[src/hw/rtl/rprf_pkg.sv]
// shared types, constants and helper functions for the repulsion force sum block
`timescale 1ns / 1ps
package rprf_pkg;

  localparam int unsigned NumTypesDef  = 4;
  localparam int unsigned IdealNbrDef  = 4;
  localparam int unsigned CfgIdxW      = 3;
  localparam int unsigned CfgDataW     = 64;
  localparam int unsigned InDataW      = 128;
  localparam int unsigned InUserW      = 5;
  localparam int unsigned OutDataW     = 80;
  localparam int unsigned SqrtSteps    = 32;
  localparam int unsigned DivSteps     = 62;
  localparam int unsigned IterW        = 6;

  localparam logic [30:0] RadiusRst = 31'd65536;
  localparam logic [31:0] ScaleRst  = 32'h0001_0000;

  typedef enum logic [CfgIdxW-1:0] {
    CFG_ADH_LOW     = 3'd0,
    CFG_ADH_HIGH    = 3'd1,
    CFG_RADIUS      = 3'd2,
    CFG_ANISO_X     = 3'd3,
    CFG_ANISO_Y     = 3'd4,
    CFG_ANISO_SCALE = 3'd5,
    CFG_INITING     = 3'd6
  } cfg_idx_e;

  typedef struct packed {
    logic capture;
    logic sq_x;
    logic sq_y;
    logic r_sq;
    logic sqrt_init;
    logic sqrt_step;
    logic num_load;
    logic div_step;
    logic mq;
    logic tlo;
    logic thi;
    logic sgn;
    logic axis;
    logic zero_contrib;
    logic coin_contrib;
    logic acc_add;
    logic emit;
  } cmd_t;

  typedef struct packed {
    logic skip;
    logic last;
    logic coincident;
    logic in_box;
    logic in_radius;
  } sts_t;

  function automatic logic [1:0] clamp_kind(logic [1:0] k, int unsigned nt);
    logic [1:0] r;
    r = (int'(k) >= int'(nt)) ? 2'(nt - 1) : k;
    return r;
  endfunction

  // entry (p,q) sits at byte 4p+q of the 128-bit table
  function automatic logic [7:0] adh_entry(logic [63:0] lo, logic [63:0] hi,
                                           logic [1:0] p, logic [1:0] q,
                                           int unsigned nt);
    logic [3:0]  idx;
    logic [63:0] row;
    idx = {clamp_kind(p, nt), clamp_kind(q, nt)};
    row = idx[3] ? hi : lo;
    return row[{idx[2:0], 3'b000} +: 8];
  endfunction

endpackage

[src/hw/rtl/rprf_ctrl.sv]
// sequencing state machine for the repulsion force sum block
`timescale 1ns / 1ps
module rprf_ctrl (
  input  logic           clk_i,
  input  logic           rst_ni,
  input  logic           in_valid_i,
  output logic           in_ready_o,
  output logic           out_valid_o,
  input  logic           out_ready_i,
  input  rprf_pkg::sts_t sts_i,
  output rprf_pkg::cmd_t cmd_o
);

  typedef enum logic [13:0] {
    S_IDLE  = 14'b00000000000001,
    S_CLASS = 14'b00000000000010,
    S_SQY   = 14'b00000000000100,
    S_RSQ   = 14'b00000000001000,
    S_CMP   = 14'b00000000010000,
    S_SQRT  = 14'b00000000100000,
    S_NUM   = 14'b00000001000000,
    S_DIV   = 14'b00000010000000,
    S_MQ    = 14'b00000100000000,
    S_TL    = 14'b00001000000000,
    S_TH    = 14'b00010000000000,
    S_SGN   = 14'b00100000000000,
    S_ADD   = 14'b01000000000000,
    S_FIN   = 14'b10000000000000
  } state_e;

  state_e                         state_q, state_d;
  logic [rprf_pkg::IterW-1:0]     cnt_q, cnt_d;
  logic                           axis_q, axis_d;
  logic                           ovalid_q, ovalid_d;

  assign in_ready_o  = (state_q == S_IDLE);
  assign out_valid_o = ovalid_q;

  always_comb begin
    state_d  = state_q;
    cnt_d    = cnt_q;
    axis_d   = axis_q;
    ovalid_d = ovalid_q;
    cmd_o    = '0;
    cmd_o.axis = axis_q;
    if (ovalid_q && out_ready_i) ovalid_d = 1'b0;
    unique case (state_q)
      S_IDLE: begin
        if (in_valid_i) begin
          cmd_o.capture = 1'b1;
          state_d = S_CLASS;
        end
      end
      S_CLASS: begin
        cmd_o.sq_x = 1'b1;
        if (sts_i.skip) begin
          state_d = S_FIN;
        end else if (sts_i.coincident) begin
          cmd_o.coin_contrib = 1'b1;
          state_d = S_ADD;
        end else if (!sts_i.in_box) begin
          cmd_o.zero_contrib = 1'b1;
          state_d = S_ADD;
        end else begin
          state_d = S_SQY;
        end
      end
      S_SQY: begin
        cmd_o.sq_y = 1'b1;
        state_d = S_RSQ;
      end
      S_RSQ: begin
        cmd_o.r_sq = 1'b1;
        state_d = S_CMP;
      end
      S_CMP: begin
        if (sts_i.in_radius) begin
          cmd_o.sqrt_init = 1'b1;
          cnt_d   = rprf_pkg::IterW'(rprf_pkg::SqrtSteps - 1);
          state_d = S_SQRT;
        end else begin
          cmd_o.zero_contrib = 1'b1;
          state_d = S_ADD;
        end
      end
      S_SQRT: begin
        cmd_o.sqrt_step = 1'b1;
        cnt_d = cnt_q - 1'b1;
        if (cnt_q == '0) begin
          axis_d  = 1'b0;
          state_d = S_NUM;
        end
      end
      S_NUM: begin
        cmd_o.num_load = 1'b1;
        cnt_d   = rprf_pkg::IterW'(rprf_pkg::DivSteps - 1);
        state_d = S_DIV;
      end
      S_DIV: begin
        cmd_o.div_step = 1'b1;
        cnt_d = cnt_q - 1'b1;
        if (cnt_q == '0) state_d = S_MQ;
      end
      S_MQ: begin
        cmd_o.mq = 1'b1;
        state_d = S_TL;
      end
      S_TL: begin
        cmd_o.tlo = 1'b1;
        state_d = S_TH;
      end
      S_TH: begin
        cmd_o.thi = 1'b1;
        state_d = S_SGN;
      end
      S_SGN: begin
        cmd_o.sgn = 1'b1;
        if (!axis_q) begin
          axis_d  = 1'b1;
          state_d = S_NUM;
        end else begin
          state_d = S_ADD;
        end
      end
      S_ADD: begin
        cmd_o.acc_add = 1'b1;
        state_d = S_FIN;
      end
      S_FIN: begin
        if (!sts_i.last) begin
          state_d = S_IDLE;
        end else if (!ovalid_q || out_ready_i) begin
          cmd_o.emit = 1'b1;
          ovalid_d   = 1'b1;
          state_d    = S_IDLE;
        end
      end
      default: state_d = S_IDLE;
    endcase
  end

  always_ff @(posedge clk_i or negedge rst_ni) begin
    if (!rst_ni) begin
      state_q  <= S_IDLE;
      cnt_q    <= '0;
      axis_q   <= 1'b0;
      ovalid_q <= 1'b0;
    end else begin
      state_q  <= state_d;
      cnt_q    <= cnt_d;
      axis_q   <= axis_d;
      ovalid_q <= ovalid_d;
    end
  end

endmodule

[config.mk]
export PLATFORM = sky130hd
export DESIGN_NAME = rprf_ctrl
export DESIGN_NICKNAME = d
export VERILOG_FILES = /design/src/hw/rtl/rprf_pkg.sv /design/src/hw/rtl/rprf_ctrl.sv
export SDC_FILE = /design/constraint.sdc
export NUM_CORES = 1
export LEC_CHECK = 0
export ABC_AREA = 1
export BUFFER_PORTS_ARGS = -buffer_cell sky130_fd_sc_hd__buf_2
export CORE_MARGIN = 4
export CORE_UTILIZATION = 59
export DETAILED_ROUTE_END_ITERATION = 7
export GPL_TIMING_DRIVEN = 1
export PLACE_DENSITY = 0.81
export SKIP_LAST_GASP = 1
export SLEW_MARGIN = 30
export SYNTH_ARGS = -nofsm -noshare
export SYNTH_HDL_FRONTEND = slang
export SYNTH_SLANG_ARGS = --single-unit
[constraint.sdc]
create_clock -name clk_i -period 2.1 [get_ports clk_i]
set_input_delay 0.42 -clock clk_i [delete_from_list [all_inputs] [get_ports clk_i]]
set_output_delay 0.42 -clock clk_i [all_outputs]
set_load 0.005 [all_outputs]
# Word level (Yosys, flattened, before mapping)
# Index checks and enable logic that the tools add are counted.
# op_classes
addsub,1
n_mul,0
div_mod_pow,0
order_cmp,0
eq_ne,19
n_shift,0
n_mux,44
n_bitwise,0
n_reduce_logical,10
# op_table
operator,count
$pmux W14 S14,1
$mux W14,7
$mux W13,3
$mux W1,28
$pmux W6 S3,1
$eq A14 B1 Y1 const B,1
$eq A14 B10 Y1 const B,1
$eq A14 B11 Y1 const B,1
$eq A14 B12 Y1 const B,1
$eq A14 B13 Y1 const B,1
$eq A14 B14 Y1 const B,1
$eq A14 B2 Y1 const B,1
$eq A14 B3 Y1 const B,1
$eq A14 B4 Y1 const B,1
$eq A14 B5 Y1 const B,1
$eq A14 B6 Y1 const B,1
$eq A14 B7 Y1 const B,1
$eq A14 B8 Y1 const B,1
$eq A14 B9 Y1 const B,1
$ne A2 B2 Y1 const B,4
$logic_not A6 Y1,1
$mux W6,1
$sub A6 B1 Y6 const B,1
$pmux W1 S2,2
other kinds (10),11
# word_totals
regBits,22
latch_bits,0
ramBits,0
mem_bits_ro,0
output_inout_bits,19
wordCells,78
mem_count,0

# Longest topological paths before layout
# logic_depth
ltp_word,5
ltp_mapped,11
mapped_depth_nobuf,11

# Least setup slack after synthesis
# OpenSTA, ideal clock, no wires.
# synth_timing
path_type,register to output
startpoint,reg state_q[4]
endpoint,out cmd_o[3] (netlist bit)
arrival_time_ns,1.207
t_required_ns,1.680
setup_slack_ns,0.473
stages_incl_launch_ff,8
n_path_buf,0
cell_sequence,dfrtp_1 nor2_2 nand2_2 nor2_4 nand2_1 nor2_1 nand2_1 o21ai_1
# synth_rtl
element,line,text
from (decl),rprf_ctrl.sv:31,"state_e state_q, state_d;"
from (signal assigned),rprf_ctrl.sv:149,state_q <= state_d;
to (decl),rprf_ctrl.sv:11,output rprf_pkg::cmd_t cmd_o

==> flow_summary.json <==
{
  "slowest_stage": "dfrtp_1",
  "cts_tree": "yes",
  "final-setup-viol-count": 5,
  "relSlewSlack": 0.655,
  "antenna_found_initial": 0,
  "cts_buffer_depth": 2,
  "wl_mm": 3.55,
  "drc": 0,
  "skew_ps": 2.37,
  "r2r_end": "cnt_q[3]",
  "final_hold_viol_count": 0,
  "wire_per_inst_um": 12.5,
  "drt_pass1_iterations": 4,
  "worstSetupPathType": "register to primary output",
  "drt-met1-wl_mm": 1.51,
  "cts_made_buffers": 3,
  "fillers": 192,
  "finalCritPeriodShare": 1.03,
  "max_freq_mhz": 463,
  "cpPeakStageDelay_ps": 430,
  "worst_pin_slew_ps": 518,
  "die_area_mm2": 0.00353,
  "rows": 18,
  "ys_warn_count": 0,
  "drv_cap": 0,
  "start_util": 0.623,
  "synth_area_mm2": 0.00156,
  "status": "finished with violations",
  "fp.dieH_um": 59.4,
  "top_layer": "met4",
  "synthCells": 213,
  "grt_max_degree": 23,
  "num_vias": 1483,
  "via_per_inst": 5.20,
  "cts_hold_repair.buffers": 0,
  "boundaryPins": 28,
  "ys_ff_latch": 22,
  "clockRootBuffer": "clkbuf_4",
  "grt_util_all_layers": 0.209,
  "rsz0062_at_grt": "true",
  "crit_top_cell": "nand3_2",
  "drt_iter0_drc": 63,
  "cts.clk_slew.worst_paths_ps": 120,
  "portBuffers": 27,
  "avgSynthCellArea_um2": 7.31,
  "leakagePower_uw": 0.00118,
  "final_nets": 267,
  "place_congestion": 0.837,
  "worstRegToRegCells": 11,
  "r2r_slack_ps": 440,
  "vdd_drop_max_v": 0.000797,
  "grt_pass1_wl_mm": 5.59,
  "register_area_um2": 552,
  "dpl.cell_count": 268,
  "setup_ws_ps": -57.6,
  "multi_input_area_um2": 898,
  "core_area_mm2": 0.00250,
  "synthToLayoutAreaGrowth_pct": 26.2,
  "finalNonFillerCells": 285,
  "ys_types": 28,
  "drv_slew": 0,
  "ant_nets": 0,
  "grt-ovfl-total": 0,
  "synth_fp_nets": 224,
  "crit_arrival_ps": 1740,
  "dr_wl_met2_mm": 1.78,
  "pwr_density_cell_mw_per_mm2": 753,
  "start_kind": "register",
  "cp.required_ps": 1680,
  "tns_ps": -72.5,
  "cts_htree_levels": 1,
  "violations": "setup timing",
  "die_w_um": 59.4,
  "cp_cell_sequence": "nor2_4, nand2_4, nor2_8, buf_12, nand3_2, nand3_2, nor3_2, buf_2",
  "drive_gt1_frac": 0.345,
  "worst_setup_path_end_kind": "primary output",
  "diodes": 0,
  "dp_hpwl_mm": 2.48,
  "path_max_fanout": 8,
  "first_global_vias": 1321,
  "timing.final.crit_period_ps": 2160,
  "rr_startpoint": "state_q[13]",
  "numClockSinks": 22,
  "yosysSeqAreaShare": 0.354,
  "dr_wl_met3_um": 146,
  "hp-class": "input port to async pin",
  "clk_latency_ps": 320
}
timing repair:
| action | CTS | global route |
|---|---|---|
| pin swaps | 7 | 9 |
| cloned | 0 | 0 |
| setup endpoints to repair | 2 | 4 |
| setup buffers | 6 | 7 |
| gates resized for setup | 11 | 8 |
cell usage after synthesis (all sizes together):
library cell,count,area share
nand4,3,0.012
nand2,46,0.13
nand3,23,0.085
nor2,45,0.18
o22ai,1,0.0040
nand3b,1,0.0048
inv,46,0.12
o21a,2,0.0096
dfrtp,21,0.34
o21ai,9,0.031
dfstp,1,0.017
buf,2,0.0096
xor2,1,0.0056
nor3,6,0.019
a21oi,4,0.018
ha,2,0.016
critical path, delay by kind of cell, from the launching register on:
family / cells / cell delay (ps)
simple gates: 6 / 710
flops: 1 / 430
buf+inv: 2 / 260
worst max-delay path by stage:
| stage | start | to |
|---|---|---|
| after global placement | state_q[4] | cmd_o[3] |
| final | state_q[13] | cmd_o[16] |
| after detailed placement | state_q[4] | cmd_o[3] |
| after CTS | state_q[9] | cmd_o[3] |
| after floorplan | state_q[4] | cmd_o[3] |
| after global routing | state_q[13] | cmd_o[3] |
layout by cell type (no fill, tap or decap):
cell	Yosys	layout
dfstp_2	1	1
bufinv_16	0	1
inv_2	2	3
o21ai_0	6	6
buf_2	0	27
buf_12	0	1
nand3_1	21	16
a21oi_1	2	2
o22ai_1	1	1
nand4_1	3	3
inv_1	41	40
dfrtp_1	21	21
nand3_4	1	2
buf_4	2	12
nor2_2	7	2
inv_4	3	3
nor2_8	3	3
nand2_1	39	38
nand3_2	1	5
nor3_2	0	2
ha_1	2	2
o21a_1	2	2
a21oi_2	2	2
nand2_4	4	6
o21ai_1	2	2
nor2_4	6	12
nor2_1	29	28
nor3_1	6	4
nand3b_1	1	1
xor2_1	1	1
o21ai_2	1	1
nand2_2	3	2
clkbuf_4	0	3
logic make-up (layout without fill, tap and decap cells):
logic type,after synthesis,after routing,synth area share
buffers and inverters,48,90,0.125
flip-flops,22,22,0.354
adder cells (fa/ha/maj),2,2,0.0161
XOR/XNOR,1,1,0.00562
AND/OR/NAND/NOR,124,124,0.436
AO/OA/AOI/OAI,16,16,0.0627
layer usage:
metal,GRT usage,up-vias
met1,0.279,694
met2,0.346,38
met3,0.0196,11
li1,-,740
met4,0.0809,0
met5,0,-
cell type report:
class | instances | area share
multi-input cells | 143 | 0.457
flip-flops and latches | 22 | 0.281
inverters | 46 | 0.0917
clock inverters | 1 | 0.0153
repair buffers | 40 | 0.125
clock buffers | 3 | 0.0115
well taps | 30 | 0.0191
flip-flops by register name (all words and copies together), names as in the netlist:
| register | count |
|---|---|
| state_q | 14 |
| cnt_q | 6 |
| axis_q | 1 |
| out_valid_o | 1 |
power breakdown:
| group | total, uW | internal (uW) | switching (uW) |
|---|---|---|---|
| sequential | 507 | 469 | 37.9 |
| combinational | 644 | 261 | 383 |
| clock | 330 | 193 | 136 |
per-stage QoR:
step | hold slack [ps] | util | power, uW | setup WS [ps] | instance area, um^2
4_1_cts | 59.0 | 0.743 | 1360 | -5.81 | 1860
3_3_place_gp | 417 | 0.686 | 990 | 321 | 1720
3_5_place_dp | 417 | 0.686 | 997 | 272 | 1720
6_report | 49.9 | 0.786 | 1480 | -57.6 | 1970
2_1_floorplan | 124 | - | 876 | 473 | 1560
5_1_grt | 65.8 | 0.786 | 1580 | -128 | 1970
Power figures use the tool's default switching activity.
